File: config.mk
export PLATFORM = sky130hd
export DESIGN_NAME = prmf_ctrl
export DESIGN_NICKNAME = d
export VERILOG_FILES = /design/src/rtl/assert_macros.svh /design/src/rtl/prmf_pkg.sv /design/src/rtl/prmf_ctrl.sv
export SDC_FILE = /design/constraint.sdc
export NUM_CORES = 1
export LEC_CHECK = 0
export ABC_AREA = 1
export BUFFER_PORTS_ARGS = -buffer_cell sky130_fd_sc_hd__buf_2
export CORE_AREA = 10 10 49 51
export CTS_BUF_LIST = sky130_fd_sc_hd__clkbuf_16
export CTS_CLUSTER_DIAMETER = 60
export DETAILED_ROUTE_END_ITERATION = 6
export DIE_AREA = 0 0 59 61
export PLACE_DENSITY_LB_ADDON = 0.05
export SLEW_MARGIN = 10
export SYNTH_ARGS = -nofsm -noshare
export SYNTH_HDL_FRONTEND = slang
export SYNTH_SLANG_ARGS = --single-unit
export TNS_END_PERCENT = 100
File: constraint.sdc
create_clock -name clk -period 2.25 [get_ports clk]
set_clock_uncertainty 0.05 [all_clocks]
set_input_delay 0.3375 -clock clk [delete_from_list [all_inputs] [get_ports clk]]
set_output_delay 0.3375 -clock clk [all_outputs]
set_load 0.05 [all_outputs]
File: src/rtl/assert_macros.svh
// Assertion helpers for the RTL.
`ifndef ASSERT_MACROS_SVH
`define ASSERT_MACROS_SVH

// Check a property on every rising edge of clk, off during reset.
`define PRMF_ASSERT(lbl, prop, msg) \
    lbl: assert property (@(posedge clk) disable iff (!rst_n) prop) else $error(msg);

// Check that a condition holds on every rising edge, also during reset.
`define PRMF_ASSERT_ALWAYS(lbl, prop, msg) \
    lbl: assert property (@(posedge clk) prop) else $error(msg);

`endif

File: src/rtl/prmf_pkg.sv
`default_nettype none
// ----------------------------------------------------------------------------
// prmf_pkg
// Types and constants of the push-relabel max-flow block.
// ----------------------------------------------------------------------------
package prmf_pkg;

    localparam int NV = 16;              // vertices held in the matrix
    localparam int VW = 4;               // vertex index width
    localparam int AW = 2 * VW;          // matrix address width
    localparam int MD = NV * NV;         // matrix entries
    localparam int QD = 1024;            // active queue depth
    localparam int QW = 10;              // queue index width
    localparam int CW = 16;              // capacity width
    localparam int FW = CW + 1;          // flow width (signed)
    localparam int RW = CW + 2;          // residual width (signed)
    localparam int EW = 32;              // excess width
    localparam int HW = 6;               // label width
    localparam int NW = 5;               // vertex count width
    localparam int BW = 21;              // served counter width

    localparam logic [EW-1:0] SRC_EXCESS = 32'h7FFF_FFFF;
    localparam logic [BW-1:0] RUN_BUDGET = 21'h10_0000;
    localparam logic [NW-1:0] MIN_COUNT  = 5'd2;
    localparam logic [NW-1:0] MAX_COUNT  = 5'd16;

    typedef enum logic [1:0] {
        OP_WRITE = 2'd0,
        OP_RUN   = 2'd1,
        OP_READ  = 2'd2,
        OP_NONE  = 2'd3
    } op_t;

    typedef enum logic [1:0] {
        CFG_VCOUNT = 2'd0,
        CFG_SOURCE = 2'd1,
        CFG_SINK   = 2'd2,
        CFG_SPARE  = 2'd3
    } cfg_idx_t;

    typedef enum logic [3:0] {
        ST_CLEAR,
        ST_IDLE,
        ST_RDW,
        ST_RUNCLR,
        ST_INIT,
        ST_PRD,
        ST_PCALC,
        ST_PWR1,
        ST_PWR2,
        ST_SRCEND,
        ST_POP,
        ST_POPW,
        ST_RRD,
        ST_RCALC,
        ST_RAPPLY,
        ST_REQ
    } state_t;

    typedef struct packed {
        logic clr_sweep;
        logic wr_cap;
        logic rd_flow;
        logic rd_done;
        logic res_zero;
        logic run_start;
        logic run_clr;
        logic init_src;
        logic p_calc;
        logic p_wr1;
        logic p_wr2;
        logic v_next;
        logic wb_ex;
        logic pop;
        logic pop_ld;
        logic r_start;
        logic r_calc;
        logic r_apply;
        logic requeue;
        logic set_ovf;
    } cmd_t;

    typedef struct packed {
        logic sweep_last;
        logic v_last;
        logic push_ok;
        logic run_bad;
        logic fifo_empty;
        logic budget_hit;
        logic out_free;
    } sts_t;

endpackage
`default_nettype wire

File: src/rtl/prmf_ctrl.sv
`default_nettype none
// ----------------------------------------------------------------------------
// prmf_ctrl
// Sequencer: steps the datapath through loads, reads and max-flow runs.
// ----------------------------------------------------------------------------
module prmf_ctrl (
    input  wire logic            clk,
    input  wire logic            rst_n,
    input  wire logic            item_valid,
    input  wire logic [1:0]      item_op,
    output logic                 item_ready,
    input  wire prmf_pkg::sts_t  sts,
    output prmf_pkg::cmd_t       cmd
);

    prmf_pkg::state_t state_reg, state_next;
    logic             srcph_reg, srcph_next;
    logic             acc;

    assign item_ready = (state_reg == prmf_pkg::ST_IDLE) && sts.out_free;
    assign acc        = item_valid && item_ready;

    always_ff @(posedge clk or negedge rst_n)
    begin
        if (!rst_n)
        begin
            state_reg <= prmf_pkg::ST_CLEAR;
            srcph_reg <= 1'b0;
        end
        else
        begin
            state_reg <= state_next;
            srcph_reg <= srcph_next;
        end
    end

    // next state
    always_comb
    begin
        state_next = state_reg;
        srcph_next = srcph_reg;
        case (state_reg)
            prmf_pkg::ST_CLEAR:
                if (sts.sweep_last) state_next = prmf_pkg::ST_IDLE;
            prmf_pkg::ST_IDLE:
            begin
                if (acc)
                begin
                    case (prmf_pkg::op_t'(item_op))
                        prmf_pkg::OP_RUN:  state_next = prmf_pkg::ST_RUNCLR;
                        prmf_pkg::OP_READ: state_next = prmf_pkg::ST_RDW;
                        default:           state_next = prmf_pkg::ST_IDLE;
                    endcase
                end
            end
            prmf_pkg::ST_RDW:    state_next = prmf_pkg::ST_IDLE;
            prmf_pkg::ST_RUNCLR:
                if (sts.sweep_last) state_next = prmf_pkg::ST_INIT;
            prmf_pkg::ST_INIT:
            begin
                if (sts.run_bad)
                begin
                    state_next = prmf_pkg::ST_IDLE;
                end
                else
                begin
                    state_next = prmf_pkg::ST_PRD;
                    srcph_next = 1'b1;
                end
            end
            prmf_pkg::ST_PRD:    state_next = prmf_pkg::ST_PCALC;
            prmf_pkg::ST_PCALC:
            begin
                if (sts.push_ok)
                    state_next = prmf_pkg::ST_PWR1;
                else if (!sts.v_last)
                    state_next = prmf_pkg::ST_PRD;
                else if (srcph_reg)
                    state_next = prmf_pkg::ST_SRCEND;
                else
                    state_next = prmf_pkg::ST_RRD;
            end
            prmf_pkg::ST_PWR1:   state_next = prmf_pkg::ST_PWR2;
            prmf_pkg::ST_PWR2:
            begin
                if (!sts.v_last)
                    state_next = prmf_pkg::ST_PRD;
                else if (srcph_reg)
                    state_next = prmf_pkg::ST_SRCEND;
                else
                    state_next = prmf_pkg::ST_RRD;
            end
            prmf_pkg::ST_SRCEND: state_next = prmf_pkg::ST_POP;
            prmf_pkg::ST_POP:
            begin
                if (sts.fifo_empty || sts.budget_hit)
                    state_next = prmf_pkg::ST_IDLE;
                else
                    state_next = prmf_pkg::ST_POPW;
            end
            prmf_pkg::ST_POPW:
            begin
                state_next = prmf_pkg::ST_PRD;
                srcph_next = 1'b0;
            end
            prmf_pkg::ST_RRD:    state_next = prmf_pkg::ST_RCALC;
            prmf_pkg::ST_RCALC:
                state_next = sts.v_last ? prmf_pkg::ST_RAPPLY : prmf_pkg::ST_RRD;
            prmf_pkg::ST_RAPPLY: state_next = prmf_pkg::ST_REQ;
            prmf_pkg::ST_REQ:    state_next = prmf_pkg::ST_POP;
            default:             state_next = prmf_pkg::ST_IDLE;
        endcase
    end

    // outputs
    always_comb
    begin
        cmd = '0;
        case (state_reg)
            prmf_pkg::ST_CLEAR:  cmd.clr_sweep = 1'b1;
            prmf_pkg::ST_IDLE:
            begin
                if (acc)
                begin
                    case (prmf_pkg::op_t'(item_op))
                        prmf_pkg::OP_WRITE:
                        begin
                            cmd.wr_cap   = 1'b1;
                            cmd.res_zero = 1'b1;
                        end
                        prmf_pkg::OP_RUN:  cmd.run_start = 1'b1;
                        prmf_pkg::OP_READ: cmd.rd_flow   = 1'b1;
                        default:           cmd.res_zero  = 1'b1;
                    endcase
                end
            end
            prmf_pkg::ST_RDW:    cmd.rd_done = 1'b1;
            prmf_pkg::ST_RUNCLR: cmd.run_clr = 1'b1;
            prmf_pkg::ST_INIT:
            begin
                if (sts.run_bad) cmd.res_zero = 1'b1;
                else             cmd.init_src = 1'b1;
            end
            prmf_pkg::ST_PCALC:
            begin
                cmd.p_calc = 1'b1;
                if (!sts.push_ok)
                begin
                    cmd.v_next  = 1'b1;
                    cmd.r_start = sts.v_last && !srcph_reg;
                end
            end
            prmf_pkg::ST_PWR1:   cmd.p_wr1 = 1'b1;
            prmf_pkg::ST_PWR2:
            begin
                cmd.p_wr2   = 1'b1;
                cmd.v_next  = 1'b1;
                cmd.r_start = sts.v_last && !srcph_reg;
            end
            prmf_pkg::ST_SRCEND: cmd.wb_ex = 1'b1;
            prmf_pkg::ST_POP:
            begin
                if (sts.fifo_empty)
                begin
                    cmd.res_zero = 1'b1;
                end
                else if (sts.budget_hit)
                begin
                    cmd.set_ovf  = 1'b1;
                    cmd.res_zero = 1'b1;
                end
                else
                begin
                    cmd.pop = 1'b1;
                end
            end
            prmf_pkg::ST_POPW:   cmd.pop_ld = 1'b1;
            prmf_pkg::ST_RCALC:
            begin
                cmd.r_calc = 1'b1;
                cmd.v_next = 1'b1;
            end
            prmf_pkg::ST_RAPPLY: cmd.r_apply = 1'b1;
            prmf_pkg::ST_REQ:
            begin
                cmd.requeue = 1'b1;
                cmd.wb_ex   = 1'b1;
            end
            default:             cmd = '0;
        endcase
    end

endmodule
`default_nettype wire

Word-level counts from Yosys, hierarchy flattened
Cells that the tools add are included.
{ "word_totals": {"register_bits": 5, "inputBits": 12, "out_inout_bits": 21} }
{ "op_classes": {"eq_ne": 21, "n_mux": 47, "reduce_logical": 13} }
{ "op_table": {"columns": ["cell", "n"], "rows": [
  ["$pmux W4 S15", 1],
  ["$eq A4 B4 Y1 const B", 8],
  ["$mux W1", 29],
  ["$mux W4", 6],
  ["$eq A4 B3 Y1 const B", 4],
  ["$eq A4 B2 Y1 const B", 2],
  ["$mux W2", 4],
  ["$ne A2 B2 Y1 const B", 4],
  ["$mux W3", 2],
  ["$pmux W1 S2", 3],
  ["$reduce_or A2 Y1", 3],
  ["$eq A4 B1 Y1 const B", 1],
  ["$logic_not A4 Y1", 1],
  ["$pmux W2 S2", 1],
  ["$logic_and A1 B1 Y1", 3],
  ["$pmux W1 S3", 1],
  ["$reduce_and A3 Y1", 1],
  ["$eq A2 B1 Y1 const B", 1],
  ["$eq A2 B2 Y1 const B", 1],
  ["$logic_not A2 Y1", 1],
  ["$reduce_and A2 Y1", 1],
  ["$reduce_bool A2 Y1", 1],
  ["$logic_not A1 Y1", 1],
  ["$logic_or A1 B1 Y1", 1]
]} }

Longest topological paths before layout
{ "depth": {"depth_word": 5, "depth_mapped": 9, "mapped_depth_nobuf": 9} }

Least setup slack after synthesis
OpenSTA, ideal clock, no wires.
{ "synth_path": {"path_type": "register to output", "start": "reg state_reg[1]", "end": "out cmd[0] in the netlist's numbering", "t_arrival_ps": 1894, "t_required_ps": 1862, "path_slack_ps": -32, "stages_incl_launch_ff": 5, "path_buffers": 0, "cell_sequence": "dfrtp_1 inv_2 nor2_4 nand2_1 nor3b_1"} }
{ "synth_lines": {"columns": ["element", "line_no", "text"], "rows": [
  ["from (decl)", "prmf_ctrl.sv:16", "prmf_pkg::state_t state_reg, state_next;"],
  ["from (signal assigned)", "prmf_ctrl.sv:27", "state_reg <= prmf_pkg::ST_CLEAR;"],
  ["from (signal assigned)", "prmf_ctrl.sv:32", "state_reg <= state_next;"],
  ["to (decl)", "prmf_ctrl.sv:13", "output prmf_pkg::cmd_t cmd"]
]} }

==> load_flow_metrics.sql <==
INSERT INTO impl_metrics (metric_group, metric, value, unit) VALUES
('run_status', 'run_status', 'completed', ''),
('global_route', 'grt-ovfl-total', '0', ''),
('global_route', 'antenna_found_initial', '0', ''),
('logic_synthesis', 'synthArstFlopShare', '100', '%'),
('cells_and_area', 'largest_reg_flops', '4', ''),
('cells_and_area', 'drive_above_1_share', '31.7', '%'),
('global_route', 'grtUsageMet1', '13.6', '%'),
('cts', 'cts-root-buf', 'sky130_fd_sc_hd__clkbuf_16', ''),
('critical_path', 'regToRegSetupSlack', '0.82', 'ns'),
('floorplanning', 'core_area', '0.00147', 'mm²'),
('run', 'max_cap_viol_count', '0', ''),
('place', 'count_of_port_buffers_added_during_placement', '32', ''),
('cells_and_area', 'layout-area-overhead-vs-synth', '40.8', '%'),
('cells_and_area', 'antenna-diode-count', '0', ''),
('logic_synthesis', 'syn-mean-instance-area', '5.48', 'µm²'),
('sta', 'fin_setup_tns', '0', 'ns'),
('sta', 'setup_viol_count_final', '0', ''),
('logic_synthesis', 'synth_enable_flop_cells', '0', ''),
('logic_synthesis', 'post_synth_main_area_contributors', 'sky130_fd_sc_hd__nand2_1, sky130_fd_sc_hd__dfrtp_1, sky130_fd_sc_hd__inv_1', ''),
('cells_and_area', 'final_common_cell', 'sky130_fd_sc_hd__nand2_1', ''),
('cells_and_area', 'fillCellCount', '155', ''),
('logic_synthesis', 'post_synth_and_or_nand_nor_area_fraction', '51.8', '%'),
('cells_and_area', 'final_net_count', '181', ''),
('floorplanning', 'floorplan.initialDensity', '46.9', '%'),
('drt', 'wirelength', '2060', 'µm'),
('cts', 'htreeDepth', '1', ''),
('critical_path', 'worstSetupStartpointType', 'register', ''),
('drt', 'avgRoutedWirePerCell', '11.4', 'µm'),
('sta', 'maxClockFrequency', '492', 'MHz'),
('place', 'place_congestion', '0.910', ''),
('sta', 'grt_setup_unrepaired', 'no', ''),
('global_route', 'globalRouteTotalUtil', '11.9', '%'),
('logic_synthesis', 'synth_area_in_adders', '7.25', '%'),
('min_path', 'worstHoldPathType', 'in2reg', ''),
('cts', 'clock_latency', '0.22', 'ns'),
('floorplanning', 'boundaryPins', '33', ''),
('floorplanning', 'die_w', '59', 'µm'),
('cts', 'post-cts-setup-buffer-count', '0', ''),
('sta', 'slew_viol_final', '0', ''),
('logic_synthesis', 'ys_ff_latch', '5', ''),
('critical_path', 'path_max_fanout', '6', ''),
('global_route', 'grt_first_pass_wirelength', '3490', 'µm'),
('drt', 'dr_total_vias', '867', ''),
('drt', 'firstDrtPassIters', '4', ''),
('logic_synthesis', 'synthCells', '126', ''),
('global_route', 'busiest_layer', 'met2', ''),
('critical_path', 'class_of_the_most_critical_setup_path', 'reg2out', ''),
('logic_synthesis', 'synth.yosys.warnings', '0', ''),
('cts', 'clkTransAtPathRegs', '0.03', 'ns'),
('global_route', 'first_global_vias', '821', ''),
('cells_and_area', 'layout.cells.most_common_list', 'sky130_fd_sc_hd__nand2_1, sky130_fd_sc_hd__buf_2, sky130_fd_sc_hd__inv_1, sky130_fd_sc_hd__nor2_1', ''),
('critical_path', 'worst_ep_required_time', '1.86', 'ns'),
('logic_synthesis', 'synth.area.mux_share', '0', '%'),
('power', 'power_density', '1240', 'mW/mm²'),
('logic_synthesis', 'synthFlopType', 'sky130_fd_sc_hd__dfrtp_1', ''),
('logic_synthesis', 'synth-compound-area-share', '7.61', '%'),
('sta', 'period_minus_slack', '2.03', 'ns'),
('drt', 'route.detailed.vias_per_inst', '4.82', ''),
('global_route', 'grt.met3_usage', '2.30', '%'),
('logic_synthesis', 'synthesis.area', '691', 'µm²'),
('cts', 'cts_inserted_buffers', '3', ''),
('logic_synthesis', 'synth_area_leader_cell', 'sky130_fd_sc_hd__nand2_1', ''),
('logic_synthesis', 'mappedNetlistNets', '142', ''),
('critical_path', 'critical_path_arrival', '1.65', 'ns'),
('logic_synthesis', 'ys_seq_area_share', '18.1', '%'),
('floorplanning', 'die-area', '0.00360', 'mm²'),
('drt', 'detailedRoute.firstIterationViolations', '19', ''),
('power', 'power.ir.vdd_worst', '0.000692', 'V'),
('sta', 'hold_viol', '0', ''),
('floorplanning', 'die_height', '61', 'µm'),
('sta', 'slew_headroom', '76.0', '%');
through the flow:
| stage | instance area, µm² | setup WS, ns | utilization, % | hold WS (ns) | cells |
|---|---|---|---|---|---|
| global placement | 883 | 0.495 | 60.0 | 0.106 | 175 |
| CTS | 972 | 0.227 | 66.1 | 0.325 | 180 |
| detailed placement | 883 | 0.473 | 60.0 | 0.106 | 175 |
| floorplan | 696 | 0.152 | - | -0.00809 | 126 |
| global route | 972 | 0.0909 | 66.1 | 0.368 | 180 |
| finish | 972 | 0.217 | 66.1 | 0.334 | 180 |
path summary, 6_finish.rpt:
| path | from | to | cells past startpoint |
|---|---|---|---|
| setup / recovery | state_reg[0] | cmd[4] | 6 |
| hold / removal | sts[6] | state_reg[1] | 4 |
| setup reg to reg | state_reg[0] | state_reg[0] | 6 |
| hold reg to reg | srcph_reg | srcph_reg | 2 |
| max in group asynchronous | rst_n | state_reg[3] | 2 |
| min in group asynchronous | rst_n | state_reg[2] | 2 |
critical path: stages (launching register included):
cell and delay, ns:
sky130_fd_sc_hd__dfrtp_1 0.46, sky130_fd_sc_hd__nor2_1 0.33, sky130_fd_sc_hd__nand2_2 0.14, sky130_fd_sc_hd__o21ai_2 0.08
sky130_fd_sc_hd__nand2_1 0.08, sky130_fd_sc_hd__nor2_1 0.08, sky130_fd_sc_hd__buf_2 0.26
synthesized netlist by cell type, types with 2 or more instances:
library cell / instances
sky130_fd_sc_hd__o211ai_1: 2
sky130_fd_sc_hd__nand2_1: 42
sky130_fd_sc_hd__nor2_2: 2
sky130_fd_sc_hd__nand3_1: 5
sky130_fd_sc_hd__nor2_4: 2
sky130_fd_sc_hd__nor2_1: 22
sky130_fd_sc_hd__nand2_2: 3
sky130_fd_sc_hd__ha_1: 4
sky130_fd_sc_hd__inv_2: 4
sky130_fd_sc_hd__inv_1: 24
sky130_fd_sc_hd__dfrtp_1: 5
sky130_fd_sc_hd__a21oi_1: 2
routing by layer:
metal | up-vias | wire [µm]
met5 | - | 0
met4 | 0 | 10
met3 | 2 | 111
met2 | 25 | 1050
met1 | 386 | 887
li1 | 454 | -
what timing repair did:
action	CTS	global route
setup endpoints to repair	0	0
hold buffers	1	0
hold endpoints to repair	5	0
logic make-up (layout without fill, tap and decap cells):
family / count (synthesis) / in the layout
AND/OR/NAND/NOR: 81 / 81
buffers and inverters: 28 / 66
AO/OA/AOI/OAI: 8 / 8
flip-flops: 5 / 5
adder cells (fa/ha/maj): 4 / 4
layout make-up:
cell class / count / area (µm²) / area share (%)
clock buffers: 3 / 75.1 / 7.72
inverters: 28 / 105 / 10.8
well taps: 16 / 20.0 / 2.06
clock inverters: 1 / 3.75 / 0.386
multi-input cells: 93 / 465 / 47.9
repair buffers: 34 / 178 / 18.3
flip-flops and latches: 5 / 125 / 12.9
power by group:
group | internal, W | switching [W] | leakage, nW
combinational | 0.000204 | 0.000532 | 0.584
clock | 0.000230 | 0.0000536 | 0.0423
sequential | 0.000127 | 0.0000574 | 0.0619
Power figures use the tool's default switching activity.
